File: src/hdl/epsgd_pkg.sv
// package for the embedding pair sgd update unit
// holds item types, command codes, control and status structs and widths
// no dependencies
package epsgd_pkg;

  localparam int unsigned NODES_DEF = 4096;
  localparam int unsigned DIM_DEF   = 10;

  localparam logic [31:0] LR_RESET   = 32'd28147498;
  localparam logic [47:0] BIAS_RESET = 48'd0;

  // configuration address decode
  localparam int unsigned PADDR_W      = 4;
  localparam int unsigned REG_SEL_BIT  = 3;
  localparam logic        REG_IDX_LR   = 1'b0;
  localparam logic        REG_IDX_BIAS = 1'b1;

  // shared serial multiplier
  localparam int unsigned MA_W = 128;
  localparam int unsigned MB_W = 64;
  localparam int unsigned MP_W = MA_W + MB_W;
  localparam int unsigned MN_W = 7;

  // arithmetic widths
  localparam int unsigned S_W    = 56;
  localparam int unsigned LNS_W  = 58;
  localparam int unsigned DIFF_W = 59;
  localparam int unsigned MAG_W  = 58;

  typedef enum logic [1:0] {
    CMD_LOAD  = 2'd0,
    CMD_READ  = 2'd1,
    CMD_TRAIN = 2'd2,
    CMD_LOSS  = 2'd3
  } cmd_e;

  typedef struct packed {
    cmd_e               cmd;
    logic [11:0]        node_a;
    logic [11:0]        node_b;
    logic [5:0]         elem_index;
    logic signed [31:0] load_value;
    logic [31:0]        weight;
    logic signed [31:0] log_weight;
  } in_item_t;

  typedef struct packed {
    logic signed [31:0] read_value;
    logic [63:0]        loss_term;
    logic signed [63:0] c_num_term;
    logic [31:0]        c_den_term;
  } out_item_t;

  typedef enum logic [2:0] {
    MOP_SQ_SUM  = 3'd0,
    MOP_SQ_DIFF = 3'd1,
    MOP_LOSS_W  = 3'd2,
    MOP_LNS_W   = 3'd3,
    MOP_LR_W    = 3'd4,
    MOP_GWD     = 3'd5,
    MOP_INC     = 3'd6
  } mop_e;

  typedef enum logic [1:0] {
    ASEL_ELEM = 2'd0,
    ASEL_A_J  = 2'd1,
    ASEL_B_J  = 2'd2
  } addr_sel_e;

  typedef enum logic [1:0] {
    WSEL_LOAD  = 2'd0,
    WSEL_NEW_A = 2'd1,
    WSEL_NEW_B = 2'd2
  } wd_sel_e;

  typedef struct packed {
    logic      cap_item;
    logic      ram_we;
    addr_sel_e addr_sel;
    wd_sel_e   wd_sel;
    logic      cap_a;
    logic      cap_b;
    logic      j_clr;
    logic      j_inc;
    logic      s_clr;
    logic      mul_start;
    mop_e      mop;
    logic      calc_diff;
    logic      out_load;
  } ctrl_cmd_t;

  typedef struct packed {
    cmd_e cmd;
    logic ok;
    logic j_last;
    logic mul_done;
  } dp_sts_t;

endpackage

File: src/hdl/epsgd_ctrl.sv
// controller state machine: sequences table passes and multiplier operations
// depends on epsgd_pkg
module epsgd_ctrl (
  input  logic                  clk_i,
  input  logic                  rst_ni,
  input  logic                  in_valid_i,
  output logic                  in_stall_o,
  output logic                  out_valid_o,
  input  logic                  out_stall_i,
  input  epsgd_pkg::dp_sts_t    sts_i,
  output epsgd_pkg::ctrl_cmd_t  cmd_o
);
  import epsgd_pkg::*;

  typedef enum logic [11:0] {
    ST_IDLE     = 12'b000000000001,
    ST_DISPATCH = 12'b000000000010,
    ST_RD_CAP   = 12'b000000000100,
    ST_SA       = 12'b000000001000,
    ST_SB       = 12'b000000010000,
    ST_SBC      = 12'b000000100000,
    ST_MOP      = 12'b000001000000,
    ST_MOPW     = 12'b000010000000,
    ST_DIFF     = 12'b000100000000,
    ST_WA       = 12'b001000000000,
    ST_WB       = 12'b010000000000,
    ST_RESULT   = 12'b100000000000
  } state_e;

  state_e    state_q, state_d;
  mop_e      op_q, op_d;
  logic      out_valid_q;
  ctrl_cmd_t c;

  always_comb begin
    state_d    = state_q;
    op_d       = op_q;
    c          = '0;
    c.mop      = op_q;
    c.addr_sel = ASEL_ELEM;
    c.wd_sel   = WSEL_LOAD;
    unique case (state_q)
      ST_IDLE: begin
        if (in_valid_i) begin
          c.cap_item = 1'b1;
          state_d    = ST_DISPATCH;
        end
      end
      ST_DISPATCH: begin
        unique case (sts_i.cmd)
          CMD_LOAD: begin
            c.ram_we = sts_i.ok;
            state_d  = ST_RESULT;
          end
          CMD_READ: state_d = ST_RD_CAP;
          CMD_TRAIN, CMD_LOSS: begin
            if (sts_i.ok) begin
              c.j_clr = 1'b1;
              c.s_clr = 1'b1;
              op_d    = MOP_SQ_SUM;
              state_d = ST_SA;
            end else begin
              state_d = ST_RESULT;
            end
          end
          default: state_d = ST_RESULT;
        endcase
      end
      ST_RD_CAP: begin
        c.cap_a = 1'b1;
        state_d = ST_RESULT;
      end
      ST_SA: begin
        c.addr_sel = ASEL_A_J;
        state_d    = ST_SB;
      end
      ST_SB: begin
        c.addr_sel = ASEL_B_J;
        c.cap_a    = 1'b1;
        state_d    = ST_SBC;
      end
      ST_SBC: begin
        c.cap_b = 1'b1;
        state_d = ST_MOP;
      end
      ST_MOP: begin
        c.mul_start = 1'b1;
        state_d     = ST_MOPW;
      end
      ST_MOPW: begin
        if (sts_i.mul_done) begin
          unique case (op_q)
            MOP_SQ_SUM: begin
              if (sts_i.j_last) begin
                state_d = ST_DIFF;
              end else begin
                c.j_inc = 1'b1;
                state_d = ST_SA;
              end
            end
            MOP_SQ_DIFF: begin
              op_d    = MOP_LOSS_W;
              state_d = ST_MOP;
            end
            MOP_LOSS_W: state_d = ST_RESULT;
            MOP_LNS_W: begin
              op_d    = MOP_LR_W;
              state_d = ST_MOP;
            end
            MOP_LR_W: begin
              op_d    = MOP_GWD;
              state_d = ST_MOP;
            end
            MOP_GWD: begin
              // second pass over both rows
              op_d    = MOP_INC;
              c.j_clr = 1'b1;
              state_d = ST_SA;
            end
            MOP_INC: state_d = ST_WA;
            default: state_d = ST_IDLE;
          endcase
        end
      end
      ST_DIFF: begin
        c.calc_diff = 1'b1;
        op_d        = (sts_i.cmd == CMD_LOSS) ? MOP_SQ_DIFF : MOP_LNS_W;
        state_d     = ST_MOP;
      end
      ST_WA: begin
        c.ram_we   = 1'b1;
        c.addr_sel = ASEL_A_J;
        c.wd_sel   = WSEL_NEW_A;
        state_d    = ST_WB;
      end
      ST_WB: begin
        c.ram_we   = 1'b1;
        c.addr_sel = ASEL_B_J;
        c.wd_sel   = WSEL_NEW_B;
        if (sts_i.j_last) begin
          state_d = ST_RESULT;
        end else begin
          c.j_inc = 1'b1;
          state_d = ST_SA;
        end
      end
      ST_RESULT: begin
        if (!out_valid_q || !out_stall_i) begin
          c.out_load = 1'b1;
          state_d    = ST_IDLE;
        end
      end
      default: state_d = ST_IDLE;
    endcase
  end

  always_ff @(posedge clk_i or negedge rst_ni) begin
    if (!rst_ni) begin
      state_q     <= ST_IDLE;
      op_q        <= MOP_SQ_SUM;
      out_valid_q <= 1'b0;
    end else begin
      state_q <= state_d;
      op_q    <= op_d;
      if (c.out_load) begin
        out_valid_q <= 1'b1;
      end else if (!out_stall_i) begin
        out_valid_q <= 1'b0;
      end
    end
  end

  assign cmd_o       = c;
  assign in_stall_o  = (state_q != ST_IDLE);
  assign out_valid_o = out_valid_q;

  a_done_only_waiting: assert property (@(posedge clk_i) disable iff (!rst_ni)
    sts_i.mul_done |-> state_q == ST_MOPW)
    else $error("multiplier finished outside its wait state");

  a_write_only_ok: assert property (@(posedge clk_i) disable iff (!rst_ni)
    c.ram_we |-> sts_i.ok)
    else $error("table write for a rejected item");

  a_no_overwrite: assert property (@(posedge clk_i) disable iff (!rst_ni)
    c.out_load |-> !(out_valid_q && out_stall_i))
    else $error("result register overwritten while stalled");

  a_accept_dispatch: assert property (@(posedge clk_i) disable iff (!rst_ni)
    (in_valid_i && !in_stall_o) |=> (state_q == ST_DISPATCH && out_valid_q == $past(out_valid_q)
      || state_q == ST_DISPATCH && !$past(out_valid_q && out_stall_i)))
    else $error("accepted transaction not dispatched");

endmodule

File: config.mk
export PLATFORM = sky130hd
export DESIGN_NAME = epsgd_ctrl
export DESIGN_NICKNAME = d
export VERILOG_FILES = /design/src/hdl/epsgd_pkg.sv /design/src/hdl/epsgd_ctrl.sv
export SDC_FILE = /design/constraint.sdc
export NUM_CORES = 1
export LEC_CHECK = 0
export BUFFER_PORTS_ARGS = -buffer_cell sky130_fd_sc_hd__buf_2
export CAP_MARGIN = 5
export CORE_ASPECT_RATIO = 2
export CORE_MARGIN = 2
export CORE_UTILIZATION = 35
export CTS_CLUSTER_DIAMETER = 100
export DETAILED_ROUTE_END_ITERATION = 8
export SETUP_SLACK_MARGIN = 0.15
export SLEW_MARGIN = 30
export SYNTH_ARGS = -nofsm -noshare
export SYNTH_HDL_FRONTEND = slang
export SYNTH_SLANG_ARGS = --single-unit
File: constraint.sdc
create_clock -name clk_i -period 4.05 [get_ports clk_i]
set_input_delay 0.81 -clock clk_i [delete_from_list [all_inputs] [get_ports clk_i]]
set_output_delay 0.81 -clock clk_i [all_outputs]
set_load 0.02 [all_outputs]
# Yosys cells after proc, flatten, opt, wreduce, memory -nomap -nowiden
# Cells that the tools add are included.
[word_totals]
ff_bits = 16
input_bits = 9
out_inout_bits = 19
wordCells = 85
[classes]
eq_ne = 29
muxes = 38
n_reduce_logical = 15
[ops]
columns = ["cell", "n"]
rows = [
  ["case mux 12 bit (11 select lines)", 1],
  ["two-way mux 12 bit", 5],
  ["case mux 12 bit (5 select lines)", 1],
  ["case mux 12 bit (3 select lines)", 1],
  ["two-way mux 1 bit", 17],
  ["equality test 12 x 1 -> 1 bit, second input constant", 1],
  ["equality test 12 x 10 -> 1 bit, second input constant", 1],
  ["equality test 12 x 11 -> 1 bit, second input constant", 1],
  ["equality test 12 bit, second input constant", 1],
  ["equality test 12 x 2 -> 1 bit, second input constant", 1],
  ["equality test 12 x 3 -> 1 bit, second input constant", 1],
  ["equality test 12 x 4 -> 1 bit, second input constant", 1],
  ["equality test 12 x 5 -> 1 bit, second input constant", 1],
  ["equality test 12 x 6 -> 1 bit, second input constant", 1],
  ["equality test 12 x 7 -> 1 bit, second input constant", 1],
  ["equality test 12 x 8 -> 1 bit, second input constant", 1],
  ["equality test 12 x 9 -> 1 bit, second input constant", 1],
  ["!= test 12 x 1 -> 1 bit, second input constant", 1],
  ["case mux 3 bit (4 select lines)", 1],
  ["OR reduction 2 bit", 6],
  ["equality test 3 bit, second input constant", 3],
  ["two-way mux 3 bit", 3],
  ["two-way mux 9 bit", 1],
  ["case mux 3 bit (3 select lines)", 1],
  ["other kinds (18)", 29],
]

# Logic depth before layout (Yosys ltp)
[depth]
ltp_word = 5
ltp_mapped = 8
mapped_depth_nobuf = 6

# Worst setup path after synthesis
# OpenSTA, ideal clock, no wires.
[synth_timing]
path_type = "register to output"
startpoint = "register state_q[7]"
endpoint = "output port cmd_o[7] (netlist name)"
arrival_time_ps = 1939
required_time_ps = 3240
slack_ps = 1301
path_stages_with_launch = 8
n_path_buf = 2
cell_sequence = "dfrtp_1 > buf_6 > nor4_4 > and3_1 > and4b_1 > clkbuf_1 > a21oi_1 > nor2_1"
[synth_rtl]
columns = ["item", "line_no", "rtl"]
rows = [
  ["start, declared", "epsgd_ctrl.sv:30", "state_e state_q, state_d;"],
  ["start signal, assigned", "epsgd_ctrl.sv:163", "state_q <= state_d;"],
  ["end, declared", "epsgd_ctrl.sv:11", "output epsgd_pkg::ctrl_cmd_t cmd_o"],
]

==> impl_metrics.py <==
metrics = {
    "flow_run": {
        "max_cap_violations": 0,
    },
    "yosys": {
        "ys_ff_latch": 16,
        "synthesis.nets": 166,
        "synth_xor_area_share_pct": 4.04,
        "synth_top_area_share_pct": 28.8,
        "synth.distinct_cells": 44,
        "synth-edff-count": 0,
        "synth-compound-area-share_pct": 15.2,
        "syn_avg_cell_area_sq_um": 8.29,
        "synth_area_sq_mm": 0.00130,
        "synthArstFlopShare_pct": 100,
        "netlist_instances": 157,
        "synth_top_family_by_area": "simple AND/OR/NAND/NOR gates",
        "synth_top_cell_by_area": "dfrtp_1",
        "synth_area_leaders": "dfrtp_1 (29%), nor2_1 (5.5%), nand2_1 (4.9%)",
        "yosysMostFrequentCell": "nor2_1",
        "yosysWarnings": 0,
        "synthTopCellsByCount": "nor2_1 (19), nand2_1 (17), dfrtp_1 (15)",
        "synth_simple_gate_area_share_pct": 40.0,
        "synth_ff_type": "dfrtp_1",
        "synth.yosys.seq_area_share_pct": 30.9,
        "synthAdderAreaFrac_pct": 0,
        "muxShareOfSynthArea_pct": 0,
    },
    "route": {
        "via_per_inst": 5.81,
        "drt_pass1_iterations": 4,
        "drt-wirelength-per-cell_microns": 17.0,
        "postRouteAntennaNets": 0,
        "drt_iter0_markers": 58,
        "routed_wl_microns": 3750,
        "drc_errors": 0,
        "vias": 1283,
    },
    "pwr": {
        "netSwitchingPower_uw": 252,
        "power_uw": 594,
        "ir_drop_uv": 183,
        "clkPwrFrac_pct": 24.3,
        "sequentialPowerShare_pct": 34.9,
        "leakagePower_uw": 0.000739,
        "p_per_area_mw_per_mm2": 411,
        "internal_power_uw": 342,
        "power.share.combinational_pct": 40.8,
        "netSwitchingFraction_pct": 42.4,
    },
    "floorplan": {
        "dieHeight_microns": 90.2,
        "die_w_microns": 47.1,
        "num_rows": 31,
        "dieArea_sq_mm": 0.00425,
        "ios": 28,
        "core_area_sq_mm": 0.00361,
        "initial_core_util_pct": 36.1,
    },
    "clock_network": {
        "cts_resized": 0,
        "path_clk_slew_ns": 0.07,
        "insertion_delay_ns": 0.25,
        "clock-sinks": 16,
        "holdBufCountCts": 0,
        "numCtsBuffers": 3,
        "max-clock-path-buffers": 2,
        "cts_tree": "done",
        "postCtsSetupBuffers": 0,
        "cts_root_buf": "clkbuf_8",
        "h-tree-depth": 1,
    },
    "place": {
        "preCtsSetupSlack_ns": 1.15,
        "port_buffers": 27,
        "gp_congestion": 0.957,
        "place_hpwl_microns": 3000,
        "place_area_sq_mm": 0.00139,
    },
    "sta": {
        "fin_crit_sh_pct": 80.2,
        "worstMarginPinSlew_ns": 0.799,
        "hold_viol_final": 0,
        "max_slew_margin_pct": 46.8,
        "drv_slew": 0,
        "min_period_ns": 3.25,
        "post-route-worst-setup-slack_ns": 0.803,
        "rsz0062_at_grt": "false",
        "tns_ns": 0,
        "finalSetupViolations": 0,
        "clock-skew-final_ns": 0.00182,
        "max_freq_mhz": 308,
    },
    "global_route": {
        "grt_max_degree": 17,
        "antenna_found_initial": 0,
        "grt_use_total_pct": 19.8,
        "grt_pass1_vias": 1262,
        "grt_pass1_wl_microns": 6140,
        "grt_overflow": 0,
    },
    "setup_path": {
        "crit_path_end_kind": "output pin",
        "slowest_delay_ns": 0.60,
        "crit_slowest_cell": "nor4_4",
        "required_ns": 3.24,
        "start_kind": "register",
        "reg2regPathDepth": 5,
        "arrival_ns": 2.44,
        "path_class": "reg2out",
        "cp_cell_sequence": "nor4_4, nand4b_1, nor4b_1, a21o_1, buf_2",
        "rrSetupSlack_ns": 1.46,
        "crit_cells": 5,
        "critPathLaunch": "state_q[8]$_DFFE_PN0P_",
        "r2r-end": "op_q[0]$_DFFE_PN0P_",
        "critPathTopFamily": "simple AND/OR/NAND/NOR gates",
        "crit_end": "cmd_o[8]",
        "crit_buf_inv": 1,
        "crit_fanout": 11,
        "rr_startpoint": "state_q[3]$_DFFE_PN0P_",
    },
    "cells_and_area": {
        "final_util_pct": 40.1,
        "antenna-diode-count": 0,
        "syn2layout_area_growth_pct": 11.2,
        "layout.nets": 182,
        "layout-drive-gt1-share_pct": 25.0,
        "final_cell_area_sq_mm": 0.00145,
    },
    "min_path": {
        "hp-class": "in2async",
    },
    "outcome": {
        "status": "complete, no violations",
    },
}
-- final cells by class --
| class | count | area (sq um) |
|---|---|---|
| multi-input cells | 119 | 771 |
| repair buffers | 27 | 135 |
| clock buffers | 4 | 55.1 |
| flip-flops and latches | 16 | 402 |
| inverters | 6 | 22.5 |
| fillers | 386 | 2160 |
| well taps | 49 | 61.3 |
-- state kept, by name (all words and copies together), names as in the netlist --
register	cells
op_q	3
state_q	12
out_valid_o	1
-- worst min-delay path by stage --
stage	endpoint	slack [ns]	cells past startpoint
2_1_floorplan	op_q[0]$_DFFE_PN0P_	0.51	0
3_3_place_gp	state_q[11]$_DFFE_PN0P_	0.55	2
3_5_place_dp	state_q[11]$_DFFE_PN0P_	0.56	2
4_1_cts	state_q[10]$_DFFE_PN0P_	0.48	1
5_1_grt	state_q[11]$_DFFE_PN0P_	0.49	1
6_report	state_q[4]$_DFFE_PN0P_	0.47	1
-- power groups by stage --
stage	sequential [uW]	combinational (uW)	clock (uW)
after floorplan	187	195	0
after global placement	208	236	0
after detailed placement	210	237	0
after CTS	207	239	147
after global routing	211	264	156
final	207	242	145
-- routing by layer --
layer	share of wire [%]	wire length (microns)	up-vias	track usage, %
met1	35	1310	608	21.8
li1	-	-	603	-
met3	4.4	164	21	2.61
met2	53	2000	51	31.8
met4	7.3	273	0	14.4
met5	0	0	-	0
-- cells in the final DEF, fill, tap and decap left out, types with 3 or more instances in the layout --
cell       n
a21oi_1    6
o22ai_1    3
inv_1      6
clkbuf_8   4
nor4b_1    6
nor4_1     7
dfrtp_1   15
nor2_1    19
a21o_1     3
xor2_1     3
xnor2_1    3
nor3_1     6
nand4_1    6
buf_2     27
nand2_1   17
-- cell families (layout without fill, tap and decap cells) --
| family | Yosys count | after routing |
|---|---|---|
| AO/OA/AOI/OAI | 28 | 28 |
| XOR/XNOR | 6 | 6 |
| buffers and inverters | 22 | 37 |
| flip-flops | 16 | 16 |
| AND/OR/NAND/NOR | 85 | 85 |
-- metrics by stage --
| step | hold WS [ns] | std cells |
|---|---|---|
| floorplan | 0.514 | 157 |
| global placement | 0.551 | 217 |
| detailed placement | 0.562 | 217 |
| CTS | 0.480 | 221 |
| global route | 0.493 | 221 |
| finish | 0.469 | 221 |
(Power assumes the default switching activity.)
